**config.mk**
```make
export PLATFORM = sky130hd
export DESIGN_NAME = msc_muldiv
export DESIGN_NICKNAME = d
export VERILOG_FILES = /design/src/rtl/core/msc_pkg.sv /design/src/rtl/core/msc_muldiv.sv
export SDC_FILE = /design/constraint.sdc
export NUM_CORES = 2
export LEC_CHECK = 0
export BUFFER_PORTS_ARGS = -buffer_cell sky130_fd_sc_hd__buf_2
export CORE_MARGIN = 5
export CORE_UTILIZATION = 60
export CTS_CLUSTER_DIAMETER = 200
export DETAILED_ROUTE_END_ITERATION = 8
export PLACE_DENSITY_LB_ADDON = 0.25
export SYNTH_ARGS = -nofsm -noshare
export SYNTH_HDL_FRONTEND = slang
export SYNTH_SLANG_ARGS = --single-unit
```
**constraint.sdc**
```tcl
create_clock -name clk -period 8.44 [get_ports clk]
set_input_delay 0.844 -clock clk [delete_from_list [all_inputs] [get_ports clk]]
set_output_delay 0.844 -clock clk [all_outputs]
set_load 0.005 [all_outputs]
```
**src/rtl/core/msc_pkg.sv**
```systemverilog
package msc_pkg;

	localparam int          MEM_WORDS_DEF = 4096;
	localparam logic [31:0] MEM_BASE_RST  = 32'h0040_0000;

	typedef struct packed {
		logic        req_type;
		logic [31:0] mem_addr;
		logic [31:0] mem_value;
	} req_t;

	typedef struct packed {
		logic [31:0] pc_after;
		logic [31:0] instruction;
		logic [4:0]  dest_reg;
		logic [31:0] dest_value;
		logic        halted;
		logic [31:0] executed_total;
	} rsp_t;

	typedef enum logic [1:0] {
		MD_MULT,
		MD_MULTU,
		MD_DIV,
		MD_DIVU
	} md_op_t;

	typedef struct packed {
		logic   start;
		md_op_t op;
	} md_ctl_t;

	typedef struct packed {
		logic        done;
		logic [31:0] hi;
		logic [31:0] lo;
	} md_res_t;

	// request kinds
	localparam logic REQ_WRITE = 1'b0;
	localparam logic REQ_STEP  = 1'b1;

	// primary opcodes
	localparam logic [5:0] OP_SPECIAL = 6'h00;
	localparam logic [5:0] OP_J       = 6'h02;
	localparam logic [5:0] OP_JAL     = 6'h03;
	localparam logic [5:0] OP_BEQ     = 6'h04;
	localparam logic [5:0] OP_BNE     = 6'h05;
	localparam logic [5:0] OP_BLEZ    = 6'h06;
	localparam logic [5:0] OP_BGTZ    = 6'h07;
	localparam logic [5:0] OP_ADDI    = 6'h08;
	localparam logic [5:0] OP_ADDIU   = 6'h09;
	localparam logic [5:0] OP_SLTI    = 6'h0A;
	localparam logic [5:0] OP_ANDI    = 6'h0C;
	localparam logic [5:0] OP_ORI     = 6'h0D;
	localparam logic [5:0] OP_XORI    = 6'h0E;
	localparam logic [5:0] OP_LUI     = 6'h0F;
	localparam logic [5:0] OP_LW      = 6'h23;

	// SPECIAL function codes
	localparam logic [5:0] FN_SLL     = 6'h00;
	localparam logic [5:0] FN_SRL     = 6'h02;
	localparam logic [5:0] FN_SRA     = 6'h03;
	localparam logic [5:0] FN_JR      = 6'h08;
	localparam logic [5:0] FN_JALR    = 6'h09;
	localparam logic [5:0] FN_SYSCALL = 6'h0C;
	localparam logic [5:0] FN_MFHI    = 6'h10;
	localparam logic [5:0] FN_MTHI    = 6'h11;
	localparam logic [5:0] FN_MFLO    = 6'h12;
	localparam logic [5:0] FN_MTLO    = 6'h13;
	localparam logic [5:0] FN_MULT    = 6'h18;
	localparam logic [5:0] FN_MULTU   = 6'h19;
	localparam logic [5:0] FN_DIV     = 6'h1A;
	localparam logic [5:0] FN_DIVU    = 6'h1B;
	localparam logic [5:0] FN_ADD     = 6'h20;
	localparam logic [5:0] FN_ADDU    = 6'h21;
	localparam logic [5:0] FN_SUB     = 6'h22;
	localparam logic [5:0] FN_SUBU    = 6'h23;
	localparam logic [5:0] FN_AND     = 6'h24;
	localparam logic [5:0] FN_OR      = 6'h25;
	localparam logic [5:0] FN_XOR     = 6'h26;
	localparam logic [5:0] FN_NOR     = 6'h27;
	localparam logic [5:0] FN_SLT     = 6'h2A;

	localparam logic [4:0] REG_RA = 5'd31;

endpackage

```
**src/rtl/core/msc_muldiv.sv**
```systemverilog
module msc_muldiv (
	input  logic              clk,
	input  logic              arst_n,
	input  msc_pkg::md_ctl_t  ctl,
	input  logic [31:0]       a,
	input  logic [31:0]       b,
	output msc_pkg::md_res_t  res
);
	import msc_pkg::*;

	logic               run_q;
	logic               done_q;
	logic               mul_q;
	logic [5:0]         cnt_q;
	logic signed [32:0] ma_q;
	logic signed [32:0] mb_q;
	logic [31:0]        rem_q;
	logic [31:0]        quo_q;
	logic [31:0]        dvs_q;
	logic               nq_q;
	logic               nr_q;
	logic [31:0]        hi_q;
	logic [31:0]        lo_q;
	logic               sgn;
	logic               na;
	logic               nb;
	logic signed [65:0] prod;
	logic [32:0]        trial;

	assign sgn   = (ctl.op == MD_MULT) || (ctl.op == MD_DIV);
	assign na    = sgn & a[31];
	assign nb    = sgn & b[31];
	assign prod  = ma_q * mb_q;
	assign trial = {rem_q, quo_q[31]} - {1'b0, dvs_q};

	always_ff @(posedge clk or negedge arst_n) begin
		if (!arst_n) begin
			run_q  <= 1'b0;
			done_q <= 1'b0;
			mul_q  <= 1'b0;
			cnt_q  <= '0;
		end else begin
			done_q <= 1'b0;
			if (ctl.start) begin
				run_q <= 1'b1;
				mul_q <= (ctl.op == MD_MULT) || (ctl.op == MD_MULTU);
				cnt_q <= 6'd32;
			end else if (run_q) begin
				if (mul_q || cnt_q == '0) begin
					run_q  <= 1'b0;
					done_q <= 1'b1;
				end else begin
					cnt_q <= cnt_q - 1'b1;
				end
			end
		end
	end

	// restoring divide, one quotient bit a cycle, sign fixup at the end
	always_ff @(posedge clk) begin
		if (ctl.start) begin
			ma_q  <= {na, a};
			mb_q  <= {nb, b};
			rem_q <= '0;
			quo_q <= na ? (32'd0 - a) : a;
			dvs_q <= nb ? (32'd0 - b) : b;
			nq_q  <= na ^ nb;
			nr_q  <= na;
		end else if (run_q) begin
			if (mul_q) begin
				hi_q <= prod[63:32];
				lo_q <= prod[31:0];
			end else if (cnt_q != '0) begin
				if (!trial[32]) begin
					rem_q <= trial[31:0];
					quo_q <= {quo_q[30:0], 1'b1};
				end else begin
					rem_q <= {rem_q[30:0], quo_q[31]};
					quo_q <= {quo_q[30:0], 1'b0};
				end
			end else begin
				lo_q <= nq_q ? (32'd0 - quo_q) : quo_q;
				hi_q <= nr_q ? (32'd0 - rem_q) : rem_q;
			end
		end
	end

	assign res.done = done_q;
	assign res.hi   = hi_q;
	assign res.lo   = lo_q;

endmodule

```
=== After elaboration in Yosys (flattened, before gate mapping) ===
Cells that the tools add are included.

* Output and inout port bits: 65
* Register bits: 237
* Logic and storage cells: 65

* $mul: 1
* Bitwise gates (word level): 5
* Reductions and logical operators: 12
* Muxes and demuxes: 23
* Add/subtract/negate cells: 6
* Equal/unequal tests: 5

{| class="wikitable"
|+ Operators by type and width
! cell !! count
|-
| 32-bit two-way mux || 13
|-
| 1-bit by 32-bit subtractor with 32-bit output, first input constant || 4
|-
| 33-bit by 33-bit multiplier with 64-bit output || 1
|-
| 33-bit by 32-bit subtractor with 33-bit output || 1
|-
| 6-bit two-way mux || 3
|-
| 3-bit AND reduction || 3
|-
| 1-bit two-way mux || 7
|-
| 6-bit zero test || 1
|-
| 2-bit != test, second input constant || 3
|-
| 6-bit nonzero test || 1
|-
| 6-bit by 1-bit subtractor with 6-bit output, second input constant || 1
|-
| 2-bit nonzero test || 2
|-
| 1-bit logical OR || 3
|-
| 1-bit AND || 2
|-
| 2-bit by 1-bit == test with 1-bit output, second input constant || 1
|-
| 2-bit == test, second input constant || 1
|-
| 2-bit zero test || 1
|-
| 1-bit NOT || 2
|-
| 2-bit AND reduction || 1
|-
| 1-bit bitwise XOR || 1
|}

=== Longest topological paths before layout ===
* Word-level depth: 6
* Mapped depth: 31

=== Worst setup path before layout ===
No wires, ideal clock.

* Path type: flip-flop to flip-flop
* Start point: register ma_q[32]
* End point: register hi_q[31] (data pin)
* Clock period less this slack: 8.429 ns
* Stages on the path, launching flop included: 27
* Data arrival time: 8.174 ns
* Slack: 0.011 ns
* Required time: 8.185 ns
* Cell sequence: edfxtp_1 > clkbuf_1 > clkbuf_1 > buf_1 > nand2_1 > inv_1 > fa_1 > fa_1 > fa_1 > fa_1 > inv_1 > fa_1 > inv_1 > fa_1 > fa_1 > inv_1 > fa_1 > inv_1 > ha_1 > a21o_1 > a21o_1 > a221oi_1 > o31ai_1 > o21ai_1 > a211oi_1 > or4_1 > a31o_1

* Cells in the longest elaborated chain, start to end: 2

{| class="wikitable"
|+ Ends and longest elaborated chain
! item !! RTL line !! text
|-
| start, declared || msc_muldiv.sv:15 || <nowiki>logic signed [32:0] ma_q;</nowiki>
|-
| start signal, assigned || msc_muldiv.sv:62 || <nowiki>ma_q <= {na, a};</nowiki>
|-
| 33-bit by 33-bit multiplier with 64-bit output || msc_muldiv.sv:33 || <nowiki>assign prod = ma_q * mb_q;</nowiki>
|-
| 32-bit two-way mux || msc_muldiv.sv:70 || <nowiki>if (mul_q) begin</nowiki>
|-
| end signal, assigned || msc_muldiv.sv:71 || <nowiki>hi_q <= prod[63:32];</nowiki>
|-
| end signal, assigned || msc_muldiv.sv:83 || <nowiki>hi_q <= nr_q ? (32'd0 - rem_q) : rem_q;</nowiki>
|-
| end, declared || msc_muldiv.sv:22 || <nowiki>logic [31:0] hi_q;</nowiki>
|}

Every way passes these cells.
A chain may end at the register's enable or synchronous reset.

=== Final worst setup path ===
* Start point: register mb_q[0]
* End point: register hi_q[31] (data pin)

* Cells in the longest elaborated chain, start to end: 2

{| class="wikitable"
|+ Ends and longest elaborated chain
! item !! RTL line !! text
|-
| start, declared || msc_muldiv.sv:16 || <nowiki>logic signed [32:0] mb_q;</nowiki>
|-
| start signal, assigned || msc_muldiv.sv:63 || <nowiki>mb_q <= {nb, b};</nowiki>
|-
| 33-bit by 33-bit multiplier with 64-bit output || msc_muldiv.sv:33 ||
|-
| 32-bit two-way mux || msc_muldiv.sv:70 ||
|}

Every way passes these cells.

==> results.sh <==
export IMPL_status="finished clean"
export IMPL_synth_area_top_cells="fa_1 44%, edfxtp_1 11%, inv_1 8.6%, and2_1 6.8%, ha_1 6.2%"
export IMPL_dpl_worst_slack_ns=-0.08960
export IMPL_synth_area_sq_um=50850
export IMPL_criticalPathCategory="flip-flop to flip-flop"
export IMPL_grt_pass1_vias=40219
export IMPL_relSlewSlack_pct=24.44
export IMPL_fin_crit_ns=8.282
export IMPL_drc_errors=0
export IMPL_via_per_inst=5.646
export IMPL_drv_cap=0
export IMPL_drive_above_1_share_pct=8.935
export IMPL_cts_root_buf="clkbuf_16"
export IMPL_die_w_um=301.1
export IMPL_ys_types=76
export IMPL_syn_inst=5347
export IMPL_synth_compound_area_share_pct=6.259
export IMPL_insertion_delay_ns=0.57
export IMPL_synth_top_cell_by_area="fa_1"
export IMPL_finalNonFillerCells=6626
export IMPL_grt_start_max_net_pins=108
export IMPL_wl_per_cell_um=20.34
export IMPL_totalWireLength_um=134800
export IMPL_synth_xor_area_share_pct=3.838
export IMPL_io_buffers=133
export IMPL_synthSimpleGateAreaFrac_pct=15.30
export IMPL_final_util_pct=66.33
export IMPL_grt_setup_unrepaired="yes"
export IMPL_grt_remaining_overflow=0
export IMPL_setup_viol=0
export IMPL_synth_ff_type="edfxtp_1"
export IMPL_hold_path_class="primary input to asynchronous set/reset pin"
export IMPL_dp_cells=6544
export IMPL_cpMaxStageDelayCell="fa_1"
export IMPL_yosysTopAreaCellShare_pct=44.33
export IMPL_ys_seq_area_share_pct=13.16
export IMPL_core_sq_um=83820
export IMPL_ys_seq_elements=235
export IMPL_ant_nets=0
export IMPL_via_count=37410
export IMPL_synth_fa_ha_area_share_pct=50.48
export IMPL_max_freq_mhz=120.7
export IMPL_worst_pin_slew_ns=1.133
export IMPL_nNetsFinal=6908
export IMPL_place_congestion=0.9793
export IMPL_cts_tree="done"
export IMPL_grt_util_all_layers_pct=30.54
export IMPL_clk_transition_reported_paths_ns=0.06
export IMPL_io_pins=134
export IMPL_rows=106
export IMPL_synth_avg_cell_area_sq_um=9.511
export IMPL_dr_pass1_iters=6
export IMPL_drt_initial_drc_count=3086
export IMPL_skew_ns=0.01426
export IMPL_period_share_pct=98.13
export IMPL_critPathLaunchType="flip-flop"
export IMPL_cts_buffers=27
export IMPL_syn_nets=6792
export IMPL_cts_sinks=235
export IMPL_synth_edf_count=194
export IMPL_hpwl_um=113300
export IMPL_fp_dieArea_sq_um=90680
export IMPL_worstPathMaxFanout=7
export IMPL_antenna_found_initial=14
export IMPL_final_hold_violation_count=0
export IMPL_yosys_mux_area_fraction_pct=0.3494
export IMPL_synth_top_family_by_area="adder cells"
export IMPL_worst_slack_ns=0.1582
export IMPL_crit_required_ns=8.75
export IMPL_synth_warnings=0
export IMPL_synthArstFlopShare_pct=3.830
export IMPL_h_tree_depth=1
export IMPL_drv_slew=0
export IMPL_start_util_pct=60.67
export IMPL_syn2layout_area_growth_pct=9.327
export IMPL_crit_top_cell="fa_1"
export IMPL_grt_first_pass_wirelength_um=218800
export IMPL_arrival_ns=8.60
export IMPL_critPathCaptureType="flip-flop"
export IMPL_cts_path_max_buffers=3
export IMPL_die_h_um=301.1
export IMPL_critical_path_max_stage_delay_ns=0.56
## final timing paths
| path | from | end | slack (ns) | depth (start not counted) |
|---|---|---|---|---|
| setup / recovery | mb_q[0] | hi_q[31] | 0.16 | 29 |
| hold / removal | arst_n | run_q | 0.12 | 1 |
| setup reg to reg | mb_q[0] | hi_q[31] | 0.16 | 29 |
| hold reg to reg | rem_q[31] | rem_q[31] | 0.53 | 2 |
| max in group asynchronous | arst_n | mul_q | 8.13 | 1 |
| min in group clk | ctl[1] | mul_q | 0.50 | 2 |
## logic make-up (layout without fill, tap and decap cells)
logic type,after synthesis,count (layout)
flops,235,235
buf+inv,1435,1572
other cells,0,8
mux,17,17
simple gates,1558,1558
compound gates,504,504
fa+ha+maj,1376,1376
xor+xnor,222,222
## synthesized netlist by cell type (38+ instances only)
master	instances
inv_1	1171
fa_1	1126
nand2_1	666
and2_1	550
clkbuf_1	253
ha_1	250
edfxtp_1	194
a21oi_1	156
xnor2_1	134
nor2_1	124
o21ai_0	90
xor2_1	87
o21ai_1	41
o31ai_1	38
## registers in the layout, indices dropped and copies added (netlist names)
name	count
ma_q	33
lo_q	32
mul_q	1
rem_q	32
done_q	1
quo_q	32
run_q	1
dvs_q	31
cnt_q	6
nq_q	1
hi_q	32
mb_q	33
## routing by layer
metal | share of wire (%) | track usage [%] | vias up | wire, um
met5 | 0.059 | 0 | - | 80
met4 | 3.0 | 8.367 | 10 | 4047
met3 | 9.2 | 5.608 | 243 | 12350
met2 | 47 | 49.12 | 1621 | 63490
met1 | 41 | 43.38 | 19195 | 54840
li1 | - | - | 16341 | -
## stage by stage
step	instance area, sq um	hold WS (ns)	setup TNS, ns
final	55600	0.1190	0
after global placement	54020	0.5038	-0.07420
after global routing	55590	0.1250	-0.3384
after CTS	55010	0.1133	0
after floorplan	50850	0.4777	0
after detailed placement	54020	0.5100	-0.08960
## worst max-delay path, delay by kind of cell (launching register included)
family                     cells  cell delay [ns]
and+or+nand+nor                3             0.84
DFF                            1             0.51
AOI/OAI and AO/OA              7             1.24
adders and majority gates      9             4.37
buffers and inverters         10             1.07
## placed cells by master (no fill, tap or decap), drive strengths merged, types with 11 or more instances in the layout
master / Yosys / final
o21ai: 131 / 131
or4: 14 / 14
nand3: 20 / 20
a31oi: 15 / 15
a21oi: 156 / 156
clkbuf: 253 / 35
nand4: 17 / 17
nand2: 666 / 666
and3: 15 / 15
mux2i: 11 / 11
fa: 1126 / 1126
o21a: 13 / 13
o31ai: 40 / 40
inv: 1171 / 1173
dfxtp: 32 / 32
xnor2: 135 / 135
nand2b: 31 / 31
nor4: 13 / 13
edfxtp: 194 / 194
a32oi: 20 / 20
a21o: 33 / 33
and2: 550 / 550
buf: 11 / 349
o41ai: 13 / 13
nor3: 28 / 28
or3: 22 / 22
a211oi: 13 / 13
xor2: 87 / 87
ha: 250 / 250
nor2b: 37 / 37
nor2: 124 / 124
## what timing repair did
item	in CTS	in global routing
endpoints found under the setup margin	1	25
gates cloned	0	2
buffers inserted	0	23
pin swaps	0	49
gates resized for setup	2	80
hold buffers	0	0
## layout make-up
type	instances	area, sq um
multi-input cells	3677	39120
fillers	6746	28220
well taps	1134	1419
inverters	1171	4395
repair buffers	351	2969
clock inverters	17	252.7
diodes	8	20.02
clock buffers	33	728.2
flip-flops and latches	235	6695
Power is left out: the tool's default activity adds up to more than one toggle a clock period on the data nets, which glitch-free logic cannot reach.
